$ cat src/hw/rtl/fceh_pkg.sv
package fceh_pkg;

  typedef enum logic {
    OP_EVENT = 1'b0,
    OP_READ  = 1'b1
  } op_e;

  typedef enum logic [1:0] {
    HIST_ALL = 2'd0,
    HIST_T0  = 2'd1,
    HIST_T1  = 2'd2,
    HIST_T23 = 2'd3
  } hist_e;

  typedef enum logic [1:0] {
    REG_RADIUS_SQ   = 2'd0,
    REG_PARTICLE_ID = 2'd1
  } cfg_reg_e;

  localparam logic [23:0] RADIUS_SQ_RESET   = 24'd640000;
  localparam logic [3:0]  PARTICLE_ID_RESET = 4'd1;

  typedef struct packed {
    op_e   op;
    logic  accepted;
    logic  fill;
    logic  hit;
    hist_e hist;
  } ctl_t;

endpackage

$ cat src/hw/rtl/fceh_event_if.sv
interface fceh_event_if;
  logic               valid;
  logic               ready;
  logic               operation;
  logic [3:0]         particle_id;
  logic [2:0]         event_type;
  logic signed [16:0] energy;
  logic signed [11:0] west_x;
  logic signed [11:0] west_y;
  logic signed [11:0] east_x;
  logic signed [11:0] east_y;
  logic [1:0]         hist_select;
  logic [6:0]         read_bin;

  modport source (
    output valid, operation, particle_id, event_type, energy,
    output west_x, west_y, east_x, east_y, hist_select, read_bin,
    input  ready
  );
  modport sink (
    input  valid, operation, particle_id, event_type, energy,
    input  west_x, west_y, east_x, east_y, hist_select, read_bin,
    output ready
  );
endinterface

$ cat src/hw/rtl/fceh_cfg_if.sv
interface fceh_cfg_if;
  logic        valid;
  logic        ready;
  logic [1:0]  index;
  logic [23:0] data;

  modport source (output valid, index, data, input ready);
  modport sink (input valid, index, data, output ready);
endinterface

$ cat src/hw/rtl/fceh_front.sv
module fceh_front
  import fceh_pkg::*;
#(
  parameter int NUM_BINS        = 120,
  parameter int BIN_WIDTH_UNITS = 160,
  localparam int BINW           = $clog2(NUM_BINS + 2)
) (
  input  logic            clk,
  input  logic            rst,
  fceh_event_if.sink      evt,
  fceh_cfg_if.sink        cfg,
  input  logic            clearing,
  input  logic            push_ready,
  output logic            push_valid,
  output ctl_t            push_ctl,
  output logic [BINW-1:0] push_bin
);

  localparam int EMAX  = NUM_BINS * BIN_WIDTH_UNITS;
  localparam int EW    = $clog2(EMAX + 1);
  localparam int BW    = $clog2(BIN_WIDTH_UNITS + 1);
  localparam int SHIFT = EW + BW;
  localparam int MW    = EW + 2;
  localparam int PW    = EW + MW;
  localparam logic [63:0] MULT =
    ((64'd1 << SHIFT) + 64'(BIN_WIDTH_UNITS) - 64'd1) / 64'(BIN_WIDTH_UNITS);

  logic [23:0] radius_sq;
  logic [3:0]  particle_sel;

  logic signed [23:0] wxx, wyy, exx, eyy;
  logic [24:0]        west_r2, east_r2;
  logic               keep;
  logic               e_neg, e_over;
  logic [15:0]        e_mag;
  logic [PW-1:0]      prod;
  logic [BINW-1:0]    ebin;
  logic               fill;
  logic               rd_in_range;
  hist_e              type_hist;

  assign cfg.ready = 1'b1;

  always_ff @(posedge clk) begin
    if (rst) begin
      radius_sq    <= RADIUS_SQ_RESET;
      particle_sel <= PARTICLE_ID_RESET;
    end else if (cfg.valid) begin
      case (cfg.index)
        REG_RADIUS_SQ:   radius_sq    <= cfg.data;
        REG_PARTICLE_ID: particle_sel <= cfg.data[3:0];
        default: ;
      endcase
    end
  end

  assign wxx = 24'(evt.west_x) * 24'(evt.west_x);
  assign wyy = 24'(evt.west_y) * 24'(evt.west_y);
  assign exx = 24'(evt.east_x) * 24'(evt.east_x);
  assign eyy = 24'(evt.east_y) * 24'(evt.east_y);
  assign west_r2 = 25'(unsigned'(wxx)) + 25'(unsigned'(wyy));
  assign east_r2 = 25'(unsigned'(exx)) + 25'(unsigned'(eyy));

  assign keep = (evt.particle_id == particle_sel)
             && (west_r2 <= 25'(radius_sq))
             && (east_r2 <= 25'(radius_sq));

  assign e_neg  = evt.energy[16];
  assign e_mag  = evt.energy[15:0];
  assign e_over = !e_neg && (32'(e_mag) >= 32'(EMAX));
  assign prod   = PW'(EW'(e_mag)) * PW'(MW'(MULT));

  always_comb begin
    if (e_neg) begin
      ebin = '0;
    end else if (e_over) begin
      ebin = BINW'(NUM_BINS + 1);
    end else begin
      ebin = BINW'(prod >> SHIFT) + BINW'(1);
    end
  end

  always_comb begin
    case (evt.event_type[1:0])
      2'd0:    type_hist = HIST_T0;
      2'd1:    type_hist = HIST_T1;
      default: type_hist = HIST_T23;
    endcase
  end

  assign rd_in_range = int'(evt.read_bin) < NUM_BINS + 2;
  assign fill        = keep && !evt.event_type[2];

  always_comb begin
    push_ctl    = '0;
    push_bin    = '0;
    push_ctl.op = op_e'(evt.operation);
    if (op_e'(evt.operation) == OP_READ) begin
      push_ctl.hist = hist_e'(evt.hist_select);
      push_ctl.hit  = rd_in_range;
      push_bin      = BINW'(evt.read_bin);
    end else begin
      push_ctl.accepted = keep;
      push_ctl.fill     = fill;
      push_ctl.hit      = 1'b1;
      push_ctl.hist     = type_hist;
      push_bin          = fill ? ebin : '0;
    end
  end

  assign evt.ready  = push_ready && !clearing;
  assign push_valid = evt.valid && !clearing;

endmodule

$ cat src/flat_wrapper.sv
// flat-port wrapper written by rule: the top's interface ports become plain ports
module fceh_front_flat import fceh_pkg::*;
#(
  parameter int NUM_BINS        = 120,
  parameter int BIN_WIDTH_UNITS = 160,
  localparam int BINW           = $clog2(NUM_BINS + 2)
)
  (clk, rst, clearing, push_ready, push_valid, push_ctl, push_bin, evt_valid, evt_operation, evt_particle_id, evt_event_type, evt_energy, evt_west_x, evt_west_y, evt_east_x, evt_east_y, evt_hist_select, evt_read_bin, evt_ready, cfg_valid, cfg_index, cfg_data, cfg_ready);
  fceh_event_if evt_i ();
  fceh_cfg_if cfg_i ();
  input  logic clk;
  input  logic rst;
  input  logic clearing;
  input  logic push_ready;
  output logic push_valid;
  output ctl_t push_ctl;
  output logic [BINW-1:0] push_bin;
  input wire logic [$bits(evt_i.valid)-1:0] evt_valid;
  input wire logic [$bits(evt_i.operation)-1:0] evt_operation;
  input wire logic [$bits(evt_i.particle_id)-1:0] evt_particle_id;
  input wire logic [$bits(evt_i.event_type)-1:0] evt_event_type;
  input wire logic [$bits(evt_i.energy)-1:0] evt_energy;
  input wire logic [$bits(evt_i.west_x)-1:0] evt_west_x;
  input wire logic [$bits(evt_i.west_y)-1:0] evt_west_y;
  input wire logic [$bits(evt_i.east_x)-1:0] evt_east_x;
  input wire logic [$bits(evt_i.east_y)-1:0] evt_east_y;
  input wire logic [$bits(evt_i.hist_select)-1:0] evt_hist_select;
  input wire logic [$bits(evt_i.read_bin)-1:0] evt_read_bin;
  output wire logic [$bits(evt_i.ready)-1:0] evt_ready;
  input wire logic [$bits(cfg_i.valid)-1:0] cfg_valid;
  input wire logic [$bits(cfg_i.index)-1:0] cfg_index;
  input wire logic [$bits(cfg_i.data)-1:0] cfg_data;
  output wire logic [$bits(cfg_i.ready)-1:0] cfg_ready;
  assign evt_i.valid = evt_valid;
  assign evt_i.operation = evt_operation;
  assign evt_i.particle_id = evt_particle_id;
  assign evt_i.event_type = evt_event_type;
  assign evt_i.energy = evt_energy;
  assign evt_i.west_x = evt_west_x;
  assign evt_i.west_y = evt_west_y;
  assign evt_i.east_x = evt_east_x;
  assign evt_i.east_y = evt_east_y;
  assign evt_i.hist_select = evt_hist_select;
  assign evt_i.read_bin = evt_read_bin;
  assign evt_ready = evt_i.ready;
  assign cfg_i.valid = cfg_valid;
  assign cfg_i.index = cfg_index;
  assign cfg_i.data = cfg_data;
  assign cfg_ready = cfg_i.ready;
  fceh_front #(.NUM_BINS(NUM_BINS), .BIN_WIDTH_UNITS(BIN_WIDTH_UNITS)) u_core (.clk(clk), .rst(rst), .evt(evt_i), .cfg(cfg_i), .clearing(clearing), .push_ready(push_ready), .push_valid(push_valid), .push_ctl(push_ctl), .push_bin(push_bin));
endmodule
$ cat config.mk
export PLATFORM = sky130hd
export DESIGN_NAME = fceh_front_flat
export DESIGN_NICKNAME = d
export VERILOG_FILES = /design/src/hw/rtl/fceh_pkg.sv /design/src/hw/rtl/fceh_event_if.sv /design/src/hw/rtl/fceh_cfg_if.sv /design/src/hw/rtl/fceh_front.sv /design/src/flat_wrapper.sv
export SDC_FILE = /design/constraint.sdc
export NUM_CORES = 2
export LEC_CHECK = 0
export BUFFER_PORTS_ARGS = -buffer_cell sky130_fd_sc_hd__buf_2
export CORE_MARGIN = 2
export CORE_UTILIZATION = 30
export CTS_BUF_LIST = sky130_fd_sc_hd__clkbuf_4 sky130_fd_sc_hd__clkbuf_8
export DETAILED_ROUTE_END_ITERATION = 16
export PLACE_DENSITY = 0.52
export REMOVE_ABC_BUFFERS = 1
export SLEW_MARGIN = 20
export SYNTH_ARGS = -nofsm -noshare
export SYNTH_HDL_FRONTEND = slang
export SYNTH_SLANG_ARGS = --single-unit
$ cat constraint.sdc
create_clock -name clk -period 17.24 [get_ports clk]
set_clock_uncertainty 0.15 [all_clocks]
set_input_delay 3.448 -clock clk [delete_from_list [all_inputs] [get_ports clk]]
set_output_delay 3.448 -clock clk [all_outputs]
set_load 0.01 [all_outputs]
==> flow_summary.yaml <==
outcome:
  status: "finished clean"
sta:
  slew_headroom_pct: 45.5
  hold_viol_final: 0
  holdWs_ps: 315
  finalCriticalPeriod_ps: 15860
  rsz0062_at_grt: "no"
  tns_ps: 0
  period_share_pct: 92.0
  setup_viol: 0
  slew_viol_final: 0
  tightestPinTransition_ps: 818
  setup_ws_ps: 1380
  fmax_ghz: 0.0630
layout:
  fin_cells: 4352
  area_delta_synth_final_pct: 7.18
  final_nets: 4266
  layout-drive-gt1-share_pct: 5.21
die:
  initial_core_util_pct: 30.1
  io-pin-count: 130
  core_um2: 91200
  die-area_um2: 94100
  fp-row-count: 111
  die_h_um: 307
  die_w_um: 307
clock_network:
  cts-resized-gates: 0
  cts.reportedPaths.clkPinSlew_ps: 110
  insertion_delay_ps: 280
  postCtsHoldBufs: 0
  cts_max_level: 1
  postCtsSetupBuffers: 0
  clockBufferDepth: 2
  cts_buffers: 3
  cts_tree: "yes"
  cts_root_buf: "clkbuf_8"
  cts_sinks: 28
detailed_routing:
  via_count: 19194
  firstDrtPassIters: 7
  finalWirelength_um: 60800
  antenna_left: 0
  drt-initial-drc-count: 778
  drc: 0
  wl_per_cell_um: 14.0
  via_per_inst: 4.41
synthesis:
  synth_top_area_cell: "fa_1"
  yosysSeqAreaShare_pct: 2.04
  synthArstFlopShare_pct: 0
  syn-cell-area_um2: 27500
  ys_warn_count: 0
  syn_inst: 3093
  synth-edff-count: 0
  yosysTopAreaCellShare_pct: 40.5
  netlist_top_cells_area: "fa_1 (40%), ha_1 (20%), inv_1 (12%)"
  yosys_register_bits: 28
  synth_cell_types: 75
  ys.flop_type: "dfxtp_1"
  syn_area_per_cell_um2: 8.89
worst_setup_path:
  critPathLaunch: "evt_east_y[1]"
  crit_type: "in -> out"
  critPathSlowestCell: "fa_1"
  cp-end-kind: "output pin"
  crit_required_ps: 13640
  cp.arrival_ps: 12260
  slowest_delay_ps: 530
  start_kind: "input port"
  cp_max_fo: 13
  r2r_start: "u_core.radius_sq[19]"
  crit_path_frequent_cell: "inv_1"
global_routing:
  track_usage_pct: 13.6
  antenna_found_initial: 5
  grt.overflow.total: 0
  grt_max_degree: 30
  grt_pass1_vias: 20663
  grt_pass1_wl_um: 104000
place:
  pre_cts_slack_ps: 1360
  routabilityCongestion: 0.844
  io_buffers: 128
  hpwlAfterDp_um: 55300
  dp_cells: 4347
flow_run:
  maxCapViolCount: 0
worst_hold_path:
  hold_class: "reg -> reg"
  hold_path.startpoint: "u_core.radius_sq[13]"
[registers in the layout (all words and copies together) (netlist names)]
register / count
u_core.particle_sel: 4
u_core.radius_sq: 24
[Yosys cell counts, types with 13 or more instances]
master / instances
inv_1: 875
nor3_1: 26
nand2b_1: 17
a21o_1: 47
fa_1: 556
nor2b_1: 40
nand4_1: 15
a21oi_1: 104
clkbuf_1: 58
o21ai_0: 30
xor2_1: 36
and3_1: 13
dfxtp_1: 28
a31oi_1: 13
nor2_1: 124
a211o_1: 13
ha_1: 430
nand3_1: 28
and2_1: 148
o21a_1: 23
xnor2_1: 127
nand2_1: 207
[critical path, delay by kind of cell]
family | cells | cell delay (ps)
xor gates and xnor gates | 2 | 280
AOI/OAI and AO/OA | 14 | 2270
and+or+nand+nor | 9 | 2140
adders and majority gates | 8 | 3390
buffers and inverters | 8 | 700
[worst paths after layout]
check / cells after the start / to / slack [ps]
worst max-delay path: 41 / push_bin[2] / 1380
worst min-delay path: 2 / u_core.radius_sq[13] / 310
worst max register to register: 3 / u_core.radius_sq[19] / 16150
worst min register to register: 2 / u_core.radius_sq[13] / 310
[area by class of cell]
class	instances	area (um2)
tap	1186	1480
clock buffer	3	41.3
timing repair buffer	129	648
multi-input combinational	2129	23400
inverter	875	3280
antenna	1	2.50
fill	9678	61800
sequential	28	561
clock inverter	1	30.0
[metrics by stage]
stage                     util (%)  cell area (um2)
after CTS                     32.3            29500
after global routing          32.3            29500
final                         32.3            29500
after detailed placement      32.2            29400
after global placement        32.2            29400
after floorplan                  -            27300
[placed cells by master, fill, tap and decap left out, types with 4 or more instances in the layout]
cell type and n:
a211o_1 13, a211oi_1 4, a21o_1 47, a21oi_1 104
a221oi_1 4, a22o_1 5, a31o_1 4, a31oi_1 13
and2_1 148, and3_1 13, and4_1 4, buf_2 128
dfxtp_1 28, fa_1 556, ha_1 430, inv_1 875
mux2i_1 6, nand2_1 207, nand2b_1 17, nand3_1 28
nand3b_1 4, nand4_1 15, nor2_1 124, nor2b_1 40
nor3_1 26, o211ai_1 9, o21a_1 23, o21ai_0 30
o21ai_1 7, o21bai_1 9, o31ai_1 4, or2_2 8
or3_1 5, xnor2_1 127, xor2_1 36
[per-layer routing]
layer  up-vias  GRT usage (%)  wire length, um
li1       9510              -                -
met1      9437           18.3            27500
met2       209           24.8            31000
met3        32          0.855             1780
met4         6           1.03              501
met5         -              0               32
[kinds of logic (layout without fill, tap and decap cells)]
group / after synthesis / after routing / synth area share, %
compound gates: 311 / 311 / 7.64
xor+xnor: 163 / 163 / 5.19
fa+ha+maj: 986 / 986 / 60.0
buf+inv: 936 / 1008 / 12.8
flops: 28 / 28 / 2.04
mux: 8 / 8 / 0.300
other cells: 1 / 2 / 0.0136
simple gates: 660 / 660 / 12.0
Power is not shown: default switching activity piles up to over one toggle a cycle in this logic, so the estimate is an artifact.
