File: config.mk
export PLATFORM = sky130hd
export DESIGN_NAME = fceh_fifo
export DESIGN_NICKNAME = d
export VERILOG_FILES = /design/src/hw/rtl/fceh_fifo.sv
export SDC_FILE = /design/constraint.sdc
export NUM_CORES = 1
export LEC_CHECK = 0
export BUFFER_PORTS_ARGS = -buffer_cell sky130_fd_sc_hd__buf_2
export CAP_MARGIN = 0
export CORE_MARGIN = 2
export CORE_UTILIZATION = 44
export CTS_CLUSTER_DIAMETER = 100
export DETAILED_ROUTE_END_ITERATION = 7
export PLACE_DENSITY = 0.71
export SLEW_MARGIN = 5
export SYNTH_ARGS = -nofsm -noshare
export SYNTH_HDL_FRONTEND = slang
export SYNTH_SLANG_ARGS = --single-unit
File: constraint.sdc
create_clock -name clk -period 1.59 [get_ports clk]
set_clock_uncertainty 0.15 [all_clocks]
set_input_delay 0.159 -clock clk [delete_from_list [all_inputs] [get_ports clk]]
set_output_delay 0.159 -clock clk [all_outputs]
set_load 0.01 [all_outputs]
File: src/hw/rtl/fceh_fifo.sv
module fceh_fifo #(
  parameter int WIDTH = 8
) (
  input  logic             clk,
  input  logic             rst,
  input  logic             push_valid,
  output logic             push_ready,
  input  logic [WIDTH-1:0] push_data,
  output logic             pop_valid,
  input  logic             pop_ready,
  output logic [WIDTH-1:0] pop_data
);

  logic [WIDTH-1:0] slot [2];
  logic             wr_ptr, rd_ptr;
  logic [1:0]       fill;
  logic             push, pop;

  assign push_ready = fill != 2'd2;
  assign pop_valid  = fill != 2'd0;
  assign pop_data   = slot[rd_ptr];
  assign push       = push_valid && push_ready;
  assign pop        = pop_valid && pop_ready;

  always_ff @(posedge clk) begin
    if (push) begin
      slot[wr_ptr] <= push_data;
    end
  end

  always_ff @(posedge clk) begin
    if (rst) begin
      wr_ptr <= 1'b0;
      rd_ptr <= 1'b0;
      fill   <= 2'd0;
    end else begin
      if (push) begin
        wr_ptr <= !wr_ptr;
      end
      if (pop) begin
        rd_ptr <= !rd_ptr;
      end
      fill <= fill + 2'(push) - 2'(pop);
    end
  end

endmodule

==> impl_metrics.csv, run 1 <==
group,metric,value,unit
outcome,run_status,"finished, final reports clean",
logic_synthesis,synth.avg_cell_area,15.41,um2
pwr,p_clk_share,17.7,%
timing,timing.hold.ws,0.09703,ns
logic_synthesis,yosys.area_share.xor_xnor,1.053,%
pwr,power.density,1208,mW/mm2
pwr,comb_power_share,27.7,%
cells_and_area,n_antenna_cell,0,
cells_and_area,multi_input_area,255.2,um2
job,drv_cap,0,
critical_path,path_class,"flip-flop to flip-flop",
logic_synthesis,ys.warnings.count,0,
critical_path,cp_slowest_cell,"dfxtp_2",
critical_path,cp.buffers_inverters,0,
logic_synthesis,synth_fa_ha_area_share,1.504,%
cells_and_area,syn2layout_area_growth,33.99,%
logic_synthesis,syn-cell-area,832.0,um2
critical_path,crit_end,"fill[1]$_SDFF_PP0_",
timing,final_hold_viol_count,0,
critical_path,cp.required,1.63,ns
route,drt-total-wl,1429,um
global_route,gr-total-overflow,0,
place,place_area,978.4,um2
critical_path,endpoint_kind,"flip-flop",
global_route,grt_antenna_before_repair,0,
critical_path,critPathMaxFanout,5,
critical_path,max_stage_delay,0.36,ns
route,first_pass_iters,4,
logic_synthesis,synth_top_family_by_area,"multiplexers",
place,place_inst,101,
clocking,cts_made_buffers,3,
route,vias,553,
critical_path,r2r_slack,0.02,ns
critical_path,rr_endpoint,"fill[1]$_SDFF_PP0_",
critical_path,crit_family,"simple AND/OR/NAND/NOR gates",
timing,relSlewSlack,66.20,%
clocking,clkLatencyLatePin,0.29,ns
logic_synthesis,syn_nets,67,
timing,tightest_slew,0.5002,ns
logic_synthesis,synth_compound_area_share,5.263,%
logic_synthesis,synthMuxAreaShare,10.83,%
clocking,numClockSinks,21,
cells_and_area,stdcell_area,0.001115,mm2
pwr,p_sw_share,27.18,%
timing,setup_viol,0,
place,hpwl,963.4,um
cells_and_area,layout-drive-gt1-share,51.69,%
global_route,grt_usage,15.02,%
place,io_buffer_count,21,
pwr,vdd_drop_max,790.9,uV
global_route,grt_pass1_vias,537,
floorplan,start_util,47.67,%
timing,rsz0062_at_grt,"yes",
critical_path,critPathLaunchType,"flip-flop",
global_route,grt_pass1_wl,2180,um
pwr,power_frac_seq,54.6,%
logic_synthesis,ys_ff_latch,21,
critical_path,path_cells,"and2b_2 > o21ba_2 > nor2_2 > ha_2 > o31a_1 > nor3_1",
clocking,h-tree-depth,1,
logic_synthesis,synth-simple-area-share,10.53,%
critical_path,rr_startpoint,"fill[1]$_SDFF_PP0_",
timing,finalSetupTns,0,ns
timing,finalCriticalPeriod,1.569,ns
cells_and_area,n_fill_cell,145,
floorplan,die_area,0.002255,mm2
pwr,p_leak,0.0004417,uW
floorplan,placementRows,15,
place,gp_congestion,0.7911,
route,route.detailed.drc,0,
clocking,cts_buffer_depth,2,
clocking,clk_pin_slew,0.11,ns
cells_and_area,regArea,586.8,um2
critical_path,cp.depth,6,
route,drt_iter0_drc,3,
timing,max_freq,0.6373,GHz
route,wl_per_cell,12.54,um
place,dp_slack,0.007370,ns
critical_path,cp.arrival,1.61,ns
logic_synthesis,netlist_instances,54,
floorplan,chipWidth,47.49,um
floorplan,ios,22,
floorplan,coreArea,0.001745,mm2
logic_synthesis,synthDistinctLibCells,23,
hold_path,holdCritPathClass,"input port to flip-flop",
clocking,cts_tree,"built",
timing,worst_slack,0.02078,ns
pwr,p_int,980.9,uW
route,vias_per_cell,4.851,
critical_path,ff2ff_path_depth,6,
cells_and_area,final_cells,114,
timing,finalMaxSlewViolations,0,
floorplan,dieHeight,47.49,um
logic_synthesis,seq_area_frac_synth,69.77,%
timing,min_period_over_period,98.69,%
pwr,switchingPower,366.1,uW
clocking,clockRootBuffer,"clkbuf_4",
critical_path,startpoint,"fill[1]$_SDFF_PP0_",
global_route,grt_max_degree,13,
route,ant_nets,0,
cells_and_area,finalNetCount,103,
## per-stage QoR
stage | util [%] | power (uW)
2_1_floorplan | - | 949.1
3_5_place_dp | 56.06 | 1085
4_1_cts | 62.94 | 1346
5_1_grt | 63.87 | 1438
3_3_place_gp | 56.06 | 1064
6_report | 63.87 | 1347
## state kept, by name, summed over array words and instances (netlist names), named ones only
| signal | count |
|---|---|
| fill | 2 |
| rd_ptr | 1 |
| slot | 16 |
| wr_ptr | 1 |
## cells in the final DEF (no fill, tap or decap)
cell type	count
a21bo_2	1
a21oi_1	1
and2b_2	1
and3_1	2
buf_2	21
buf_4	2
clkbuf_4	3
clkinv_2	1
dfxtp_1	2
dfxtp_2	2
dfxtp_4	1
dlygate4sd3_1	9
edfxtp_1	16
ha_2	1
inv_2	1
mux2_2	8
nand2b_1	1
nand3_1	1
nand3b_1	1
nor2_1	3
nor2_2	1
nor2b_1	1
nor3_1	1
nor4_2	1
nor4bb_1	1
o21ai_0	2
o21ba_2	1
o31a_1	1
or2_2	1
xor2_1	1
## layout make-up
cell class	count	share of cell area (%)
clock buffer	3	2.020
inverter	1	0.3367
sequential	21	52.64
clock inverter	1	0.4489
tap	25	2.806
multi-input combinational	31	22.90
timing repair buffer	32	18.86
## synth_stat cells
master    count  area, um2
and3_1        2      12.51
xor2_1        1      8.760
o31a_1        1      8.760
a21oi_1       1      5.000
nand3b_1      1      7.510
a21bo_2       1      10.01
edfxtp_1     16      480.5
mux2_2        8      90.09
nor4_1        1      6.260
nand3_1       1      5.000
ha_1          1      12.51
nor3_1        1      5.000
nor4bb_1      1      10.01
nand2b_1      1      6.260
nor2_1        4      15.01
o21ba_2       1      10.01
o21ai_0       2      10.01
inv_1         1      3.750
buf_2         1      5.000
dfxtp_1       5      100.1
or2_2         1      6.260
nor2b_1       1      6.260
and2b_1       1      7.510
## metal layers
layer / vias to the layer above / track usage, % / wire length (um) / share of wire, %
li1: 272 / - / - / -
met1: 269 / 14.39 / 524 / 37
met2: 10 / 29.46 / 852 / 60
met3: 2 / 3.774 / 47 / 3.3
met4: 0 / 6.667 / 4 / 0.28
met5: - / 0 / 0 / 0
## power groups by stage
| stage | sequential [uW] | combinational (uW) | clock [uW] |
|---|---|---|---|
| global placement | 733 | 331 | 0 |
| floorplan | 709 | 240 | 0 |
| detailed placement | 742 | 343 | 0 |
| CTS | 733 | 363 | 250 |
| global route | 750 | 416 | 272 |
| finish | 735 | 374 | 239 |
## kinds of logic after synthesis
group / count (synthesis)
flops: 21
simple gates: 15
mux: 8
compound gates: 6
buf+inv: 2
xor+xnor: 1
fa+ha+maj: 1
## timing repair
item                       CTS  global route
resized for setup            2             7
setup endpoints to repair    9            17
hold buffers                 9             0
cloned                       0             0
pin swaps                    0             1
hold endpoints to repair    21             0
buffers inserted             0             0
## tightest hold or removal path, delay by kind of cell
family,cells,cell delay [ns]
buffers and inverters,1,0.14
AOI/OAI and AO/OA,1,0.07
and+or+nand+nor,1,0.13
## how the worst min path moves through the flow
stage	startpoint	endpoint	slack, ns	cells after the start
floorplan	rst	wr_ptr$_SDFFE_PP0P_	0.08	1
global placement	push_data[3]	slot[1][3]$_DFFE_PP_	0.20	1
detailed placement	push_data[3]	slot[0][3]$_DFFE_PP_	0.20	1
CTS	push_valid	wr_ptr$_SDFFE_PP0P_	0.07	3
global route	push_valid	wr_ptr$_SDFFE_PP0P_	0.1	3
finish	push_valid	wr_ptr$_SDFFE_PP0P_	0.1	3
No activity file was read; power rests on OpenSTA's default activity.
==> run 2, diff against run 1 <==
--- a/config.mk
+++ b/config.mk
@@ -5,13 +5,14 @@
 export SDC_FILE = /design/constraint.sdc
 export NUM_CORES = 1
 export LEC_CHECK = 0
+export ABC_CLOCK_PERIOD_IN_PS = 1590
 export BUFFER_PORTS_ARGS = -buffer_cell sky130_fd_sc_hd__buf_2
 export CAP_MARGIN = 0
 export CORE_MARGIN = 2
-export CORE_UTILIZATION = 44
+export CORE_UTILIZATION = 40
 export CTS_CLUSTER_DIAMETER = 100
 export DETAILED_ROUTE_END_ITERATION = 7
-export PLACE_DENSITY = 0.71
+export PLACE_DENSITY = 0.66
 export SLEW_MARGIN = 5
 export SYNTH_ARGS = -nofsm -noshare
 export SYNTH_HDL_FRONTEND = slang
==> impl_metrics.csv, run 2 (synthesis results as in run 1) <==
group,metric,value,unit
timing,tightest_slew,0.4986,ns
clocking,clockRootBuffer,"clkbuf_4",
cells_and_area,multi_input_area,255.2,um2
route,maxUsedRoutingLayer,"met3",
pwr,power.density,1192,mW/mm2
cells_and_area,largest_register,"slot",
timing,max_freq,0.6633,GHz
floorplan,die_area,0.002461,mm2
route,wl_met2,774,um
cells_and_area,n_fill_cell,191,
critical_path,endpoint_kind,"flip-flop",
place,io_buffer_count,21,
cells_and_area,layout-drive-gt1-share,49.44,%
route,ant_nets,0,
critical_path,cp.required,1.62,ns
clocking,clkLatencyLatePin,0.28,ns
timing,finalSetupTns,0,ns
floorplan,ios,22,
floorplan,coreArea,0.001962,mm2
cells_and_area,final_core_utilization,56.95,%
timing,finalMaxSlewViolations,0,
route,vias_per_cell,4.793,
cells_and_area,final_common_cell,"buf_2",
floorplan,chipWidth,49.61,um
place,gp_congestion,0.7289,
route,first_pass_iters,3,
global_route,grt_usage,11.75,%
floorplan,dieHeight,49.61,um
clocking,numClockSinks,21,
route,drt-total-wl,1382,um
job,drv_cap,0,
clocking,cts_buffer_depth,2,
clocking,cts_made_buffers,3,
route,drt_iter0_drc,6,
global_route,grt_antenna_before_repair,0,
timing,setup_viol,0,
outcome,run_status,"finished, final reports clean",
route,vias,556,
pwr,p_leak,0.0004391,uW
critical_path,critPathMaxFanout,7,
floorplan,start_util,42.41,%
clocking,cts_tree,"built",
pwr,p_total,1332,uW
route,wl_per_cell,11.91,um
route,wl_met3,55,um
critical_path,critPathLaunchType,"flip-flop",
global_route,grt_pass1_wl,2173,um
cells_and_area,largest_register_ffs,16,
global_route,gr-total-overflow,0,
cells_and_area,regArea,588.1,um2
cells_and_area,finalNetCount,103,
critical_path,path_class,"flip-flop to flip-flop",
cells_and_area,reg_top3,"slot x16, fill x2",
timing,finalCriticalPeriod,1.508,ns
critical_path,cp.arrival,1.54,ns
pwr,vdd_drop_max,586.4,uV
timing,timing.hold.ws,0.1069,ns
timing,final_hold_viol_count,0,
timing,relSlewSlack,66.31,%
global_route,grt_max_degree,12,
cells_and_area,stdcell_area,0.001117,mm2
route,route.detailed.drc,0,
cells_and_area,syn2layout_area_growth,34.29,%
timing,min_period_over_period,94.81,%
route,drt-met1-wl,552,um
clocking,h-tree-depth,1,
cells_and_area,final_cell_mix,"buf_2, edfxtp_1, dlygate4sd3_1",
clocking,clk_pin_slew,0.10,ns
global_route,grt_pass1_vias,493,
hold_path,holdCritPathClass,"input port to flip-flop",
floorplan,placementRows,16,
place,place_area,973.4,um2
cells_and_area,n_antenna_cell,0,
==> run 2: changes by cell type in the layout (fill, tap and decap cells not counted) <==
cell / before / now
clkbuf_1: 0 / 1
clkinv_2: 1 / 0
dfxtp_1: 2 / 3
dfxtp_2: 2 / 0
dfxtp_4: 1 / 2
==> run 2: worst paths after layout <==
check / start / end / slack (ns) / depth (start not counted)
max reg2reg: fill[1]$_SDFF_PP0_ / fill[1]$_SDFF_PP0_ / 0.08 / 6
min reg2reg: rd_ptr$_SDFFE_PP0P_ / rd_ptr$_SDFFE_PP0P_ / 0.37 / 2
max: fill[1]$_SDFF_PP0_ / fill[1]$_SDFF_PP0_ / 0.08 / 6
min: push_valid / wr_ptr$_SDFFE_PP0P_ / 0.11 / 3
==> run 2: per-stage QoR <==
step	instances	setup WS (ns)
5_1_grt	116	-0.01605
3_3_place_gp	102	0.08072
6_report	116	0.08247
2_1_floorplan	54	0.1116
3_5_place_dp	102	-0.009766
4_1_cts	115	0.01214
==> run 2: where the power goes <==
group          switching [uW]  internal (uW)  total, uW
sequential               55.7            677        733
clock                     137           97.3        234
combinational             160            205        365
total                     352            979       1330
==> run 2: final cells by class <==
type	instances	share of cell area (%)
multi-input cells	31	22.84
repair buffers	32	18.81
inverters	1	0.3359
well taps	27	3.024
clock buffers	4	2.352
flip-flops and latches	21	52.63
==> run 2: worst max-delay path, stage by stage (launching register included) <==
cell and delay (ns):
dfxtp_4 0.38, and2b_2 0.17, o21ba_2 0.15, nor2_2 0.03, ha_2 0.18, nor4_2 0.27, nor3_1 0.06
==> run 2: metal layers <==
metal / vias to the layer above / track usage, %
li1: 270 / -
met1: 272 / 15.14
met2: 14 / 20.00
met3: 0 / 2.727
met4: 0 / 2.778
met5: - / 0
==> run 2: what timing repair did <==
| item | in CTS | in global routing |
|---|---|---|
| endpoints found under the setup margin | 9 | 17 |
| buffers inserted | 0 | 1 |
| resized for setup | 2 | 7 |
| pin swaps | 0 | 2 |
| hold buffers | 9 | 0 |
| hold endpoints to repair | 21 | 0 |
==> run 3, diff against run 2 <==
--- a/config.mk
+++ b/config.mk
@@ -12,7 +12,9 @@
 export CORE_UTILIZATION = 40
 export CTS_CLUSTER_DIAMETER = 100
 export DETAILED_ROUTE_END_ITERATION = 7
+export MAX_ROUTING_LAYER = met4
 export PLACE_DENSITY = 0.66
+export SKIP_LAST_GASP = 1
 export SLEW_MARGIN = 5
 export SYNTH_ARGS = -nofsm -noshare
 export SYNTH_HDL_FRONTEND = slang
==> impl_metrics.csv, run 3 (synthesis results as in run 1) <==
group,metric,value,unit
cells_and_area,largest_register,"slot",
timing,finalSetupTns,0,ns
route,wl_met3,55,um
route,ant_nets,0,
timing,rsz0062_at_grt,"yes",
floorplan,coreArea,0.001962,mm2
timing,final_hold_viol_count,0,
critical_path,cp.required,1.63,ns
cells_and_area,largest_register_ffs,16,
global_route,grt_antenna_before_repair,0,
route,first_pass_iters,4,
timing,timing.hold.ws,0.1069,ns
route,maxUsedRoutingLayer,"met3",
clocking,clkLatencyLatePin,0.28,ns
clocking,cts_buffer_depth,2,
cells_and_area,final_cell_mix,"buf_2, edfxtp_1, dlygate4sd3_1",
critical_path,crit_family,"simple AND/OR/NAND/NOR gates",
route,wl_per_cell,11.92,um
cells_and_area,syn2layout_area_growth,33.99,%
route,route.detailed.drc,0,
clocking,cts_made_buffers,3,
floorplan,die_area,0.002461,mm2
critical_path,cp_slowest_cell,"dfxtp_4",
critical_path,critPathLaunchType,"flip-flop",
timing,setup_viol,0,
route,drt-met1-wl,558,um
global_route,grt_usage,12.08,%
clocking,h-tree-depth,1,
cells_and_area,layout-drive-gt1-share,48.31,%
critical_path,path_cells,"and2b_2 > o21ba_2 > nor2_1 > ha_2 > nor2b_1",
floorplan,dieHeight,49.61,um
critical_path,ff2ff_path_depth,5,
critical_path,max_stage_delay,0.38,ns
pwr,vdd_drop_max,609.2,uV
pwr,p_leak,0.0004388,uW
cells_and_area,finalNetCount,103,
route,wl_met2,769,um
critical_path,critPathMaxFanout,7,
timing,min_period_over_period,96.35,%
route,vias,551,
critical_path,path_class,"flip-flop to flip-flop",
hold_path,worstHoldStart,"push_valid",
place,io_buffer_count,21,
floorplan,ios,22,
clocking,clk_pin_slew,0.10,ns
global_route,grt_pass1_vias,492,
critical_path,cp.buffers_inverters,0,
timing,tightest_slew,0.4976,ns
critical_path,cp.depth,5,
place,gp_congestion,0.7376,
critical_path,endpoint_kind,"flip-flop",
cells_and_area,n_antenna_cell,0,
route,vias_per_cell,4.750,
floorplan,placementRows,16,
hold_path,whs_endpoint,"wr_ptr$_SDFFE_PP0P_",
hold_path,holdCritPathClass,"input port to flip-flop",
timing,max_freq,0.6528,GHz
hold_path,holdPathStages,3,
cells_and_area,final_cells,116,
critical_path,r2r_slack,0.06,ns
route,drt_iter0_drc,8,
global_route,grt_max_degree,12,
global_route,gr-total-overflow,0,
critical_path,rr_endpoint,"fill[0]$_SDFF_PP0_",
critical_path,rr_startpoint,"fill[1]$_SDFF_PP0_",
cells_and_area,final_common_cell,"buf_2",
timing,finalCriticalPeriod,1.532,ns
clocking,numClockSinks,21,
cells_and_area,n_fill_cell,193,
outcome,run_status,"finished, final reports clean",
route,drt-total-wl,1383,um
timing,relSlewSlack,66.38,%
cells_and_area,reg_top3,"slot x16, fill x2",
global_route,grt_pass1_wl,2173,um
timing,finalMaxSlewViolations,0,
clocking,clockRootBuffer,"clkbuf_4",
floorplan,start_util,42.41,%
clocking,cts_tree,"built",
place,place_inst,102,
job,drv_cap,0,
floorplan,chipWidth,49.61,um
pwr,power.density,1191,mW/mm2
critical_path,cp.arrival,1.57,ns
==> run 3: cell count changes in the layout (fill, tap and decap cells not counted) <==
cell,before,now
nor2_1,3,4
nor2_2,1,0
==> run 3: worst max-delay path by stage <==
stage / startpoint / end / slack (ns)
2_1_floorplan: fill[1]$_SDFF_PP0_ / fill[1]$_SDFF_PP0_ / 0.11
3_3_place_gp: fill[1]$_SDFF_PP0_ / fill[1]$_SDFF_PP0_ / 0.08
3_5_place_dp: fill[1]$_SDFF_PP0_ / fill[1]$_SDFF_PP0_ / -0.01
4_1_cts: flip-flop / pop_data[5] / 0.01
5_1_grt: fill[1]$_SDFF_PP0_ / fill[0]$_SDFF_PP0_ / -0.02
6_report: fill[1]$_SDFF_PP0_ / fill[0]$_SDFF_PP0_ / 0.06
==> run 3: routing by layer <==
metal / GRT usage, % / vias to the layer above
li1: - / 270
met4: 2.778 / 0
met2: 20.00 / 14
met3: 2.727 / 0
met1: 15.14 / 267
met5: - / -
==> run 3: through the flow <==
stage / area, um2 / util (%) / setup WS (ns) / total power [uW]
floorplan: 832.0 / - / 0.1116 / 949.1
global placement: 973.4 / 49.62 / 0.08072 / 1057
detailed placement: 973.4 / 49.62 / -0.009766 / 1064
CTS: 1092 / 55.68 / 0.01214 / 1321
global route: 1115 / 56.82 / -0.02008 / 1417
finish: 1115 / 56.82 / 0.05807 / 1328
==> run 3: timing repair <==
| action | CTS | global route |
|---|---|---|
| buffers inserted | 0 | 1 |
| hold buffers | 9 | 0 |
| hold endpoints to repair | 21 | 0 |
| gates resized for setup | 2 | 6 |
| pin swaps | 0 | 1 |
| setup endpoints to repair | 9 | 17 |
==> run 3: worst min-delay path: stages <==
cell and delay (ns):
buf_2 0.15, a21bo_2 0.14, a21oi_1 0.05
==> run 3: area by class of cell <==
type,instances,area [um2],share of cell area (%)
Sequential cell,21,588.1,52.75
Clock buffer,4,26.28,2.357
Timing Repair Buffer,32,210.2,18.86
Tap cell,27,33.78,3.030
Inverter,1,3.754,0.3367
Multi-Input combinational cell,31,252.7,22.67
==> run 3: report_power, final <==
| group | internal, uW | switching, uW | total, uW |
|---|---|---|---|
| clock network | 97.3 | 137 | 234 |
| logic | 204 | 157 | 361 |
| registers | 677 | 55.9 | 733 |
| total | 978 | 350 | 1330 |
